===== config.mk =====
export PLATFORM = sky130hd
export DESIGN_NAME = epoch_to_calendar_converter
export DESIGN_NICKNAME = d
export VERILOG_FILES = /design/src/hw/rtl/e2c_pkg.sv /design/src/hw/rtl/e2c_day_split.sv /design/src/hw/rtl/e2c_clock.sv /design/src/hw/rtl/e2c_civil.sv /design/src/hw/rtl/epoch_to_calendar_converter.sv
export SDC_FILE = /design/constraint.sdc
export NUM_CORES = 2
export LEC_CHECK = 0
export BUFFER_PORTS_ARGS = -buffer_cell sky130_fd_sc_hd__buf_4
export CAP_MARGIN = 20
export CORE_MARGIN = 2
export CORE_UTILIZATION = 59
export DETAILED_ROUTE_END_ITERATION = 8
export GPL_ROUTABILITY_DRIVEN = 0
export GPL_TIMING_DRIVEN = 0
export MAX_ROUTING_LAYER = met4
export PLACE_DENSITY_LB_ADDON = 0.08
export SLEW_MARGIN = 20
export SYNTH_ARGS = -nofsm -noshare
export SYNTH_HDL_FRONTEND = slang
export SYNTH_SLANG_ARGS = --single-unit

===== constraint.sdc =====
create_clock -name clk -period 6.64 [get_ports clk]
set_input_delay 1.66 -clock clk [delete_from_list [all_inputs] [get_ports clk]]
set_output_delay 1.66 -clock clk [all_outputs]
set_load 0.005 [all_outputs]

===== src/hw/rtl/e2c_pkg.sv =====
// shared widths, latencies and beat structs for the epoch to calendar converter
package e2c_pkg;

    localparam int unsigned EPOCH_W = 40;
    localparam int unsigned YEAR_W  = 16;
    localparam int unsigned MONTH_W = 4;
    localparam int unsigned DAY_W   = 5;
    localparam int unsigned HOUR_W  = 5;
    localparam int unsigned MIN_W   = 6;
    localparam int unsigned SEC_W   = 6;
    localparam int unsigned WDAY_W  = 3;

    localparam int unsigned DAYS_W  = 24;
    localparam int unsigned SOD_W   = 17;

    localparam int unsigned DSP_LAT = 4;
    localparam int unsigned CLK_LAT = 4;
    localparam int unsigned CIV_LAT = 10;
    localparam int unsigned E2C_LAT = DSP_LAT + CIV_LAT;

    typedef struct packed {
        logic [DAYS_W-1:0] days;
        logic [SOD_W-1:0]  sod;
    } day_split_t;

    typedef struct packed {
        logic [HOUR_W-1:0] hour;
        logic [MIN_W-1:0]  minute;
        logic [SEC_W-1:0]  second;
        logic [WDAY_W-1:0] weekday;
    } tod_t;

    typedef struct packed {
        logic signed [YEAR_W-1:0] year;
        logic [MONTH_W-1:0]       month;
        logic [DAY_W-1:0]         day;
    } date_t;

endpackage


===== src/hw/rtl/e2c_day_split.sv =====
// four-stage split of epoch seconds into a biased day count and second of day
module e2c_day_split
    import e2c_pkg::*;
(
    input  logic                      clk,
    input  logic signed [EPOCH_W-1:0] epoch_seconds,
    output day_split_t                split
);

    localparam logic [33:0] DAY_BIAS = 34'd4294968300;
    localparam logic [24:0] RECIP    = 25'd25451658;
    localparam logic [9:0]  DIV_675  = 10'd675;

    logic [33:0] v1_next;
    logic [33:0] v1_reg;
    logic [6:0]  lo1_reg;

    logic [48:0] qprod;
    logic [23:0] qe2_next;
    logic [23:0] qe2_reg;
    logic [33:0] v2_reg;
    logic [6:0]  lo2_reg;

    logic [33:0] rest;
    logic [11:0] re3_next;
    logic [11:0] re3_reg;
    logic [23:0] qe3_reg;
    logic [6:0]  lo3_reg;

    logic [11:0] rfix;
    logic [23:0] qfix;
    day_split_t  split_next;
    day_split_t  split_reg;

    // floor by 128 then bias so the day count never goes negative
    assign v1_next = {epoch_seconds[EPOCH_W-1], epoch_seconds[EPOCH_W-1:7]} + DAY_BIAS;

    always_ff @(posedge clk)
    begin
        v1_reg  <= v1_next;
        lo1_reg <= epoch_seconds[6:0];
    end

    // quotient estimate by 675, low by at most three
    assign qprod    = 49'(v1_reg[33:10]) * 49'(RECIP);
    assign qe2_next = qprod[47:24];

    always_ff @(posedge clk)
    begin
        qe2_reg <= qe2_next;
        v2_reg  <= v1_reg;
        lo2_reg <= lo1_reg;
    end

    assign rest     = v2_reg - 34'(qe2_reg) * 34'(DIV_675);
    assign re3_next = rest[11:0];

    always_ff @(posedge clk)
    begin
        re3_reg <= re3_next;
        qe3_reg <= qe2_reg;
        lo3_reg <= lo2_reg;
    end

    always_comb
    begin
        if (re3_reg >= 12'd2025)
        begin
            rfix = re3_reg - 12'd2025;
            qfix = qe3_reg + 24'd3;
        end
        else if (re3_reg >= 12'd1350)
        begin
            rfix = re3_reg - 12'd1350;
            qfix = qe3_reg + 24'd2;
        end
        else if (re3_reg >= 12'd675)
        begin
            rfix = re3_reg - 12'd675;
            qfix = qe3_reg + 24'd1;
        end
        else
        begin
            rfix = re3_reg;
            qfix = qe3_reg;
        end
        split_next.days = qfix;
        split_next.sod  = {rfix[9:0], lo3_reg};
    end

    always_ff @(posedge clk)
    begin
        split_reg <= split_next;
    end

    assign split = split_reg;

endmodule


===== src/hw/rtl/e2c_clock.sv =====
// time of day and weekday pipeline, padded to the date pipeline latency
module e2c_clock
    import e2c_pkg::*;
(
    input  logic       clk,
    input  day_split_t split,
    output tod_t       tod
);

    localparam int unsigned PAD       = CIV_LAT - CLK_LAT;
    localparam int unsigned WD_CHUNKS = DAYS_W / 3;
    localparam logic [5:0]  WD_BIAS   = 6'd4;

    logic [32:0]       hprod;
    logic [HOUR_W-1:0] hour1_next;
    logic [HOUR_W-1:0] hour1_reg;
    logic [SOD_W-1:0]  sod1_reg;
    logic [5:0]        wsum1_next;
    logic [5:0]        wsum1_reg;

    logic [SOD_W-1:0]  rem_full;
    logic [11:0]       rem2_reg;
    logic [HOUR_W-1:0] hour2_reg;
    logic [3:0]        fold;
    logic [WDAY_W-1:0] wd2_next;
    logic [WDAY_W-1:0] wd2_reg;

    logic [24:0]       mprod;
    logic [MIN_W-1:0]  min3_next;
    logic [MIN_W-1:0]  min3_reg;
    logic [11:0]       rem3_reg;
    logic [HOUR_W-1:0] hour3_reg;
    logic [WDAY_W-1:0] wd3_reg;

    logic [11:0]       sec_full;
    tod_t              tod4_next;
    tod_t              tod4_reg;
    tod_t              pad_reg [PAD];

    assign hprod      = 33'(split.sod) * 33'd37283;
    assign hour1_next = hprod[31:27];

    // 8 is 1 mod 7, so summing octal digits keeps the residue
    always_comb
    begin
        wsum1_next = WD_BIAS;
        for (int i = 0; i < WD_CHUNKS; i++)
        begin
            wsum1_next = wsum1_next + 6'(split.days[3*i +: 3]);
        end
    end

    always_ff @(posedge clk)
    begin
        hour1_reg <= hour1_next;
        sod1_reg  <= split.sod;
        wsum1_reg <= wsum1_next;
    end

    assign rem_full = sod1_reg - 17'(hour1_reg) * 17'd3600;
    assign fold     = 4'(wsum1_reg[2:0]) + 4'(wsum1_reg[5:3]);

    always_comb
    begin
        if (fold >= 4'd14)
        begin
            wd2_next = 3'(fold - 4'd14);
        end
        else if (fold >= 4'd7)
        begin
            wd2_next = 3'(fold - 4'd7);
        end
        else
        begin
            wd2_next = fold[2:0];
        end
    end

    always_ff @(posedge clk)
    begin
        rem2_reg  <= rem_full[11:0];
        hour2_reg <= hour1_reg;
        wd2_reg   <= wd2_next;
    end

    assign mprod     = 25'(rem2_reg) * 25'd4370;
    assign min3_next = mprod[23:18];

    always_ff @(posedge clk)
    begin
        min3_reg  <= min3_next;
        rem3_reg  <= rem2_reg;
        hour3_reg <= hour2_reg;
        wd3_reg   <= wd2_reg;
    end

    assign sec_full = rem3_reg - 12'(min3_reg) * 12'd60;

    always_comb
    begin
        tod4_next.hour    = hour3_reg;
        tod4_next.minute  = min3_reg;
        tod4_next.second  = sec_full[5:0];
        tod4_next.weekday = wd3_reg;
    end

    always_ff @(posedge clk)
    begin
        tod4_reg   <= tod4_next;
        pad_reg[0] <= tod4_reg;
        for (int i = 1; i < PAD; i++)
        begin
            pad_reg[i] <= pad_reg[i-1];
        end
    end

    assign tod = pad_reg[PAD-1];

endmodule


===== src/hw/rtl/e2c_civil.sv =====
// ten-stage conversion of a biased day count into year, month and day
module e2c_civil
    import e2c_pkg::*;
(
    input  logic              clk,
    input  logic [DAYS_W-1:0] days,
    output date_t             date
);

    localparam logic [23:0] ERA_BIAS = 24'd54335;
    localparam logic [16:0] ERA_RCP  = 17'd117592;
    localparam logic [17:0] ERA_DAYS = 18'd146097;
    localparam logic [17:0] ERA_LAST = 18'd146096;
    localparam logic [17:0] Y4_RCP   = 18'd183860;
    localparam logic [16:0] YR_BIAS  = 17'd15600;

    function automatic logic [8:0] month_start(input logic [3:0] mp);
        logic [8:0] r;
        unique case (mp)
            4'd0:    r = 9'd0;
            4'd1:    r = 9'd31;
            4'd2:    r = 9'd61;
            4'd3:    r = 9'd92;
            4'd4:    r = 9'd122;
            4'd5:    r = 9'd153;
            4'd6:    r = 9'd184;
            4'd7:    r = 9'd214;
            4'd8:    r = 9'd245;
            4'd9:    r = 9'd275;
            4'd10:   r = 9'd306;
            4'd11:   r = 9'd337;
            default: r = 9'd0;
        endcase
        return r;
    endfunction

    logic [23:0] zz1_reg;

    logic [30:0] eprod;
    logic [6:0]  era2_reg;
    logic [23:0] zz2_reg;

    logic [23:0] doe_full;
    logic [18:0] doe3_reg;
    logic [6:0]  era3_reg;

    logic [17:0] doe4_next;
    logic [6:0]  era4_next;
    logic [17:0] doe4_reg;
    logic [6:0]  era4_reg;

    logic [35:0] aprod;
    logic [2:0]  b5_next;
    logic [6:0]  a5_reg;
    logic [2:0]  b5_reg;
    logic        c5_reg;
    logic [17:0] doe5_reg;
    logic [15:0] e400_5_reg;

    logic [17:0] n6_reg;
    logic [17:0] doe6_reg;
    logic [15:0] e400_6_reg;

    logic [35:0] yprod;
    logic [8:0]  yoe7_reg;
    logic [17:0] doe7_reg;
    logic [15:0] e400_7_reg;

    logic [1:0]  cent;
    logic [17:0] ystart;
    logic [17:0] doy_full;
    logic [16:0] ybase_full;
    logic [8:0]  doy8_reg;
    logic signed [YEAR_W-1:0] ybase8_reg;

    logic [10:0] mx;
    logic [23:0] mprod;
    logic [3:0]  mp9_reg;
    logic [8:0]  doy9_reg;
    logic signed [YEAR_W-1:0] ybase9_reg;

    logic [8:0]  dd_full;
    date_t       date_next;
    date_t       date_reg;

    always_ff @(posedge clk)
    begin
        zz1_reg <= days + ERA_BIAS;
    end

    // 400-year era estimate, low by at most one
    assign eprod = 31'(zz1_reg[23:10]) * 31'(ERA_RCP);

    always_ff @(posedge clk)
    begin
        era2_reg <= eprod[30:24];
        zz2_reg  <= zz1_reg;
    end

    assign doe_full = zz2_reg - 24'(era2_reg) * 24'(ERA_DAYS);

    always_ff @(posedge clk)
    begin
        doe3_reg <= doe_full[18:0];
        era3_reg <= era2_reg;
    end

    always_comb
    begin
        if (doe3_reg >= 19'(ERA_DAYS))
        begin
            doe4_next = 18'(doe3_reg - 19'(ERA_DAYS));
            era4_next = era3_reg + 7'd1;
        end
        else
        begin
            doe4_next = doe3_reg[17:0];
            era4_next = era3_reg;
        end
    end

    always_ff @(posedge clk)
    begin
        doe4_reg <= doe4_next;
        era4_reg <= era4_next;
    end

    assign aprod   = 36'(doe4_reg) * 36'(Y4_RCP);
    assign b5_next = 3'(doe4_reg >= 18'd36524) + 3'(doe4_reg >= 18'd73048)
                   + 3'(doe4_reg >= 18'd109572) + 3'(doe4_reg >= ERA_LAST);

    always_ff @(posedge clk)
    begin
        a5_reg     <= aprod[34:28];
        b5_reg     <= b5_next;
        c5_reg     <= (doe4_reg >= ERA_LAST);
        doe5_reg   <= doe4_reg;
        e400_5_reg <= 16'(era4_reg) * 16'd400;
    end

    always_ff @(posedge clk)
    begin
        n6_reg     <= doe5_reg - 18'(a5_reg) + 18'(b5_reg) - 18'(c5_reg);
        doe6_reg   <= doe5_reg;
        e400_6_reg <= e400_5_reg;
    end

    // year of era: n / 365
    assign yprod = 36'(n6_reg) * 36'(Y4_RCP);

    always_ff @(posedge clk)
    begin
        yoe7_reg   <= yprod[34:26];
        doe7_reg   <= doe6_reg;
        e400_7_reg <= e400_6_reg;
    end

    assign cent       = 2'(yoe7_reg >= 9'd100) + 2'(yoe7_reg >= 9'd200)
                      + 2'(yoe7_reg >= 9'd300);
    assign ystart     = 18'(yoe7_reg) * 18'd365 + 18'(yoe7_reg[8:2]) - 18'(cent);
    assign doy_full   = doe7_reg - ystart;
    assign ybase_full = 17'(yoe7_reg) + 17'(e400_7_reg) - YR_BIAS;

    always_ff @(posedge clk)
    begin
        doy8_reg   <= doy_full[8:0];
        ybase8_reg <= ybase_full[YEAR_W-1:0];
    end

    // month index counted from march
    assign mx    = 11'(doy8_reg) * 11'd5 + 11'd2;
    assign mprod = 24'(mx) * 24'd6854;

    always_ff @(posedge clk)
    begin
        mp9_reg    <= mprod[23:20];
        doy9_reg   <= doy8_reg;
        ybase9_reg <= ybase8_reg;
    end

    assign dd_full = doy9_reg - month_start(mp9_reg) + 9'd1;

    always_comb
    begin
        date_next.day = dd_full[4:0];
        if (mp9_reg >= 4'd10)
        begin
            date_next.month = mp9_reg - 4'd9;
            date_next.year  = ybase9_reg + 16'sd1;
        end
        else
        begin
            date_next.month = mp9_reg + 4'd3;
            date_next.year  = ybase9_reg;
        end
    end

    always_ff @(posedge clk)
    begin
        date_reg <= date_next;
    end

    assign date = date_reg;

endmodule


===== src/hw/rtl/epoch_to_calendar_converter.sv =====
// top level of the epoch seconds to calendar date and time converter
//
// command channel: a beat is taken at each rising edge with start high and busy
// low; busy is always low, so a new timestamp can enter on every cycle.
// result channel: done is high for one cycle with year, month, day, hour,
// minute, second and weekday valid in that cycle; the receiver takes it then.
// pipeline: 4 stages of day/second split, then 10 stages of date conversion,
// with the time-of-day path padded to match.
// throughput: one beat per cycle, fixed by the fully pipelined datapath; every
// multiplier stage holds at most two constant multiplies followed by a register.
// reset: rst_n clears the valid line at once; beats in flight are dropped and
// done stays low until new beats come through. datapath registers keep running.
// results come out in the order the beats went in and are never held back.
module epoch_to_calendar_converter
    import e2c_pkg::*;
(
    input  logic                      clk,
    input  logic                      rst_n,
    input  logic                      start,
    output logic                      busy,
    input  logic signed [EPOCH_W-1:0] epoch_seconds,
    output logic                      done,
    output logic signed [YEAR_W-1:0]  year,
    output logic [MONTH_W-1:0]        month,
    output logic [DAY_W-1:0]          day,
    output logic [HOUR_W-1:0]         hour,
    output logic [MIN_W-1:0]          minute,
    output logic [SEC_W-1:0]          second,
    output logic [WDAY_W-1:0]         weekday
);

    logic               accept;
    logic [E2C_LAT-1:0] vld_next;
    logic [E2C_LAT-1:0] vld_reg;
    day_split_t         split;
    tod_t               tod;
    date_t              date;

    assign busy     = 1'b0;
    assign accept   = start & ~busy;
    assign vld_next = {vld_reg[E2C_LAT-2:0], accept};

    always_ff @(posedge clk or negedge rst_n)
    begin
        if (!rst_n)
        begin
            vld_reg <= '0;
        end
        else
        begin
            vld_reg <= vld_next;
        end
    end

    e2c_day_split u_split
    (
        .clk           (clk),
        .epoch_seconds (epoch_seconds),
        .split         (split)
    );

    e2c_clock u_clock
    (
        .clk   (clk),
        .split (split),
        .tod   (tod)
    );

    e2c_civil u_civil
    (
        .clk  (clk),
        .days (split.days),
        .date (date)
    );

    assign done    = vld_reg[E2C_LAT-1];
    assign year    = date.year;
    assign month   = date.month;
    assign day     = date.day;
    assign hour    = tod.hour;
    assign minute  = tod.minute;
    assign second  = tod.second;
    assign weekday = tod.weekday;

endmodule


# == Word level (Yosys, flattened, before mapping) ==
# Memory sizes are Yosys's and may differ from the RTL's. A register that Yosys moved wholly into a read port is not among the register bits.
# Cells that the tools add are included.
# op_classes
mul,14
mux,11
add_sub_neg,44
order_cmp,14
# ops
cell,n
2-to-1 mux 24 bit,3
multiplier 18 x 16 -> 33 bit (second input constant),2
adder 24 x 2 -> 24 bit (second input constant),2
multiplier 24 x 24 -> 47 bit (second input constant),1
adder 6 x 3 -> 6 bit,7
greater-or-equal comparator 18 x 17 -> 1 bit (second input constant),2
adder 34 x 33 -> 34 bit (second input constant),1
multiplier 17 x 16 -> 32 bit (second input constant),1
2-to-1 mux 10 bit,3
multiplier 14 x 14 -> 28 bit (second input constant),1
adder 24 x 1 -> 24 bit (second input constant),1
adder 24 x 16 -> 24 bit (second input constant),1
greater-or-equal comparator 12 x 11 -> 1 bit (second input constant),2
multiplier 24 x 10 -> 12 bit (second input constant),1
subtractor 12 bit,2
multiplier 11 x 12 -> 23 bit (second input constant),1
multiplier 12 x 12 -> 23 bit (second input constant),1
2-to-1 mux 20 bit,1
subtractor 10 bit (second input constant),2
greater-or-equal comparator 19 x 18 -> 1 bit (second input constant),1
multiplier 7 x 18 -> 19 bit (second input constant),1
subtractor 19 bit,1
adder 18 x 3 -> 18 bit,1
greater-or-equal comparator 18 x 16 -> 1 bit (second input constant),1
38 further kinds,43
# word_totals
ff_bits,551
ram_bits,120
output_inout_bits,47
romBits,144
mem_count,2
word_cells,136
in_bits,43
# memory_table
memory,words,word_bits,rd,rd_clocked_by_memory_dff,write_ports,line,source
(no name shown),16,9,1,1,0,e2c_civil.sv:19,unique case (mp)
u_clock.pad_reg,6,20,6,0,6,e2c_clock.sv:38,tod_t pad_reg [PAD];

# == Longest topological paths before layout ==
# depth
word_depth,8
mapped_depth,31
depth_no_buf,31

# == Cells and area by module ==
# Synthesis repeated with hierarchy kept, for this count alone.
# unflattened
cells_unflattened,5128
area_unflattened_um2,55827.3
# modules_own_cells
mod,cells_per_inst,seq_area_each_um2,n_inst,area_each_um2
e2c_civil,2796,5825.6,1,29788.6
e2c_day_split,1423,3363.2,1,15070.7
e2c_clock,893,4063.9,1,10606.4
epoch_to_calendar_converter,16,350.3,1,361.6

# == Worst setup path before layout ==
# Ideal clock, no wire load.
# synth_timing
kind,register to register
from,register u_civil.doy8_reg[1]
to,register with a tool-made name
stages_incl_launch_ff,30
path_buffers,0
setup_time_ns,0.075
period_less_slack_ns,6.762
required_ns,6.565
arrival_ns,6.687
setup_slack_ns,-0.122
cell_sequence,dfxtp_1 -> ha_1 -> ha_1 -> o211a_1 -> o21ai_0 -> a21oi_1 -> o21a_1 -> o21ai_0 -> nand2b_1 -> a21oi_1 -> o21bai_1 -> xor2_1 -> ha_1 -> inv_1 -> fa_1 -> fa_1 -> fa_1 -> fa_1 -> inv_1 -> ha_1 -> nand3_1 -> o2111ai_1 -> a311oi_1 -> o21ai_0 -> a21o_1 -> xnor2_1 -> inv_1 -> ha_1 -> mux2_2 -> o21ai_0
# synth_lines
item,line,source
start: declaration,e2c_civil.sv:73,logic [8:0] doy8_reg;
start signal: assignment,e2c_civil.sv:166,doy8_reg <= doy_full[8:0];

==> key figures <==
Logic synthesis
  • Top cell type by total area after synthesis: ha_1
  • Yosys cell types: 76
  • Synthesis-stage register bit count: 676
  • Post-Syn Area: 0.0546 sq mm
  • Syn_nets: about 6900
  • Most frequent cell after synthesis: ha_1
  • Synth top area share: 29.3%
  • Number of synthesized flops with an enable pin: 0
  • Top_reg_cell synth: dfxtp_1
  • Top post-synthesis cells by area: ha_1 29%, dfxtp_1 24%, fa_1 23%
  • Cells after Synth: 4948
  • Synth top cells by count: 1278 x ha_1, 1097 x inv_1, 662 x dfxtp_1
  • Syn. warnings: 0
  • Seq/Total Area, Yosys: between 20% and 30%
  • Synth Area per Inst: 11.0 sq um
  • Post-synth ARST share: about 2.1%

Timing
  • Slew @ Worst Pin: about 960 ps
  • Slew Limit Headroom: 36.0%
  • Fin crit share: just under 100%
  • Final Setup Violations: 0
  • Clock Skew: around 49 ps
  • F_max: between 0.15 and 0.2 GHz
  • Fin. Hold Viols: 0
  • Final Critical Period: about 6600 ps
  • RSZ-0062 raised after global routing: true
  • Max-slew violations: 0
  • Post-route setup slack: between 80 and 90 ps

Floorplan
  • Die Area: ~0.095 sq mm
  • Die Y: ~300 microns
  • Core area: between 0.09 and 0.1 sq mm
  • FP Rows: between 100 and 150
  • IO Pins: 90
  • Chip Width: 308 microns
  • Initial core utilization: about 60%

Cells and area
  • Share of cells above drive strength 1: under 10%
  • Area growth syn-to-layout: 9.99%
  • Nets@finish: slightly above 7000
  • Finished Layout Cells: 6383
  • Fin util: 65.5%
  • FILL cells: roughly 7300
  • ANT cells: 0
  • Largest register FFs: 120
  • Final instance area: between 0.06 and 0.07 sq mm

Worst setup path
  • CP peak stage delay: around 570 ps
  • CP max FO: 3
  • CP Class: flop to flop
  • CP max stage cell: fa_1
  • CP required: just over 7000 ps
  • CP Launch Type: flop
  • Crit. End Element: flop
  • Arr. time, crit path: between 7000 and 8000 ps

Drt
  • Initial DRC count: between 1000 and 1500
  • Drt drc: 0
  • DR vias/cell: about 5.1
  • Total wire length: 96.9 mm
  • Routed vias: approximately 32000
  • Wire per inst: 15.2 microns
  • Final ANT Viol Nets: 0
  • First drt pass iteration count: 7

Place
  • Pre-CTS WS: -1050 ps
  • PortBufs: 88
  • Inst Count DP: a little over 6000
  • Dpl cell area: 0.0567 sq mm
  • HPWL after DPL: 79.2 mm

CTS
  • Clk Latency, worst-skew pair: 650 ps
  • Clock root cell: clkbuf_16
  • Sink Count: around 680
  • H-tree levels: 3
  • Number of CTS-inserted buffers: 76
  • Clk slew on worst S/H paths: 60 ps
  • CTS Buffer Depth: 3
  • CTS tree: done

Global route
  • Initial antenna violation count: 0
  • Vias in the first global route: around 34000
  • Congestion Overflow GR: 0
  • GRT Overall Usage: 22.2%
  • First-pass GRT wire length: roughly 160 mm
  • Largest net degree at the start of global routing: 15

Min path
  • Min-delay worst type: flop to flop

Run
  • MaxCap Viol Count: 0

Outcome
  • Status: finished, final reports clean
## per-layer routing
| layer | global-route usage (%) | wire length (microns) | vias up |
|---|---|---|---|
| met5 | - | 0 | - |
| met4 | 6.59 | 2650 | 0 |
| met3 | 2.51 | 2610 | 151 |
| met2 | 40.1 | 50400 | 349 |
| met1 | 25.9 | 41300 | 15700 |
| li1 | - | - | 16300 |
## layout make-up
class                           instances  area (sq um)  area share (%)
Tap cell                             1186          1480            2.47
Inverter                             1098          4120            6.87
Sequential cell                       676         13600            22.7
Timing Repair Buffer                  110           842            1.40
Clock buffer                           99          2150            3.58
Clock inverter                         40           629            1.05
Buffer                                 15          76.3           0.127
Multi-Input combinational cell       3159         37100            61.8
## cell usage in the layout (no fill, tap or decap), types with 8 or more instances in the layout
cell type | Yosys | routed
dfxtp_1 | 662 | 641
and3_1 | 29 | 29
dfxtp_2 | 0 | 20
o21ai_0 | 80 | 75
ha_1 | 1278 | 1265
o21a_1 | 26 | 26
or3_1 | 9 | 9
bufinv_16 | 0 | 9
nor2b_1 | 20 | 19
nand2b_1 | 22 | 22
a211o_1 | 10 | 10
nand3_1 | 67 | 65
o21bai_1 | 22 | 22
nand2_1 | 114 | 114
nor3_1 | 40 | 40
dfrtp_1 | 14 | 14
clkinv_2 | 0 | 8
inv_1 | 1097 | 1090
a21o_1 | 63 | 63
xnor2_1 | 224 | 220
clkbuf_16 | 0 | 78
nand4_1 | 28 | 28
o22ai_1 | 8 | 8
inv_2 | 1 | 8
clkbuf_8 | 0 | 12
nor2_1 | 105 | 104
buf_4 | 2 | 110
a21oi_1 | 130 | 126
ha_4 | 0 | 9
xor2_1 | 93 | 90
a31oi_1 | 17 | 16
clkbuf_1 | 8 | 17
fa_1 | 633 | 632
## per-stage QoR
stage          hold slack [ps]  TNS (ps)
6_report                   316         0
5_1_grt                    322      -710
4_1_cts                    312         0
3_5_place_dp               312     -7490
3_3_place_gp               310     -7450
2_1_floorplan              310         0
## worst paths after layout
path	start	end	slack, ps	cells past startpoint
setup / recovery	u_civil.doy8_reg[1]$_DFF_P_	flop	90	31
hold / removal	u_civil.e400_5_reg[13]$_DFF_P_	u_civil.e400_6_reg[13]$_DFF_P_	320	0
setup reg to reg	u_civil.doy8_reg[1]$_DFF_P_	flop	90	31
hold reg to reg	u_civil.e400_5_reg[13]$_DFF_P_	u_civil.e400_6_reg[13]$_DFF_P_	320	0
max in group asynchronous	rst_n	vld_reg[7]$_DFF_PN0_	5590	1
min in group asynchronous	rst_n	vld_reg[6]$_DFF_PN0_	870	1
## critical path: cells and delay by family, from the launching register on
family / cells / cell delay (ps)
buffers and inverters: 5 / 370
adders and majority gates: 9 / 3160
AOI/OAI and AO/OA: 13 / 1820
muxes: 1 / 280
and+or+nand+nor: 1 / 120
xor gates and xnor gates: 2 / 380
DFF: 1 / 360
## cell families after synthesis
family	synth area share, %
adders and majority gates	52.5
buffers and inverters	7.69
DFF	24.9
and+or+nand+nor	4.31
AOI/OAI and AO/OA	5.36
xor gates and xnor gates	5.09
muxes	0.0803
other	0.00687
## what timing repair did
item                                    in CTS  in global routing
hold buffers                                 0                  0
resized for setup                           41                 39
pin swaps                                   21                 29
buffers inserted                            11                 11
cloned                                       0                  0
endpoints found under the setup margin      17                 18
Power is not shown: default switching activity piles up to over one toggle a cycle in this logic, so the estimate is an artifact.
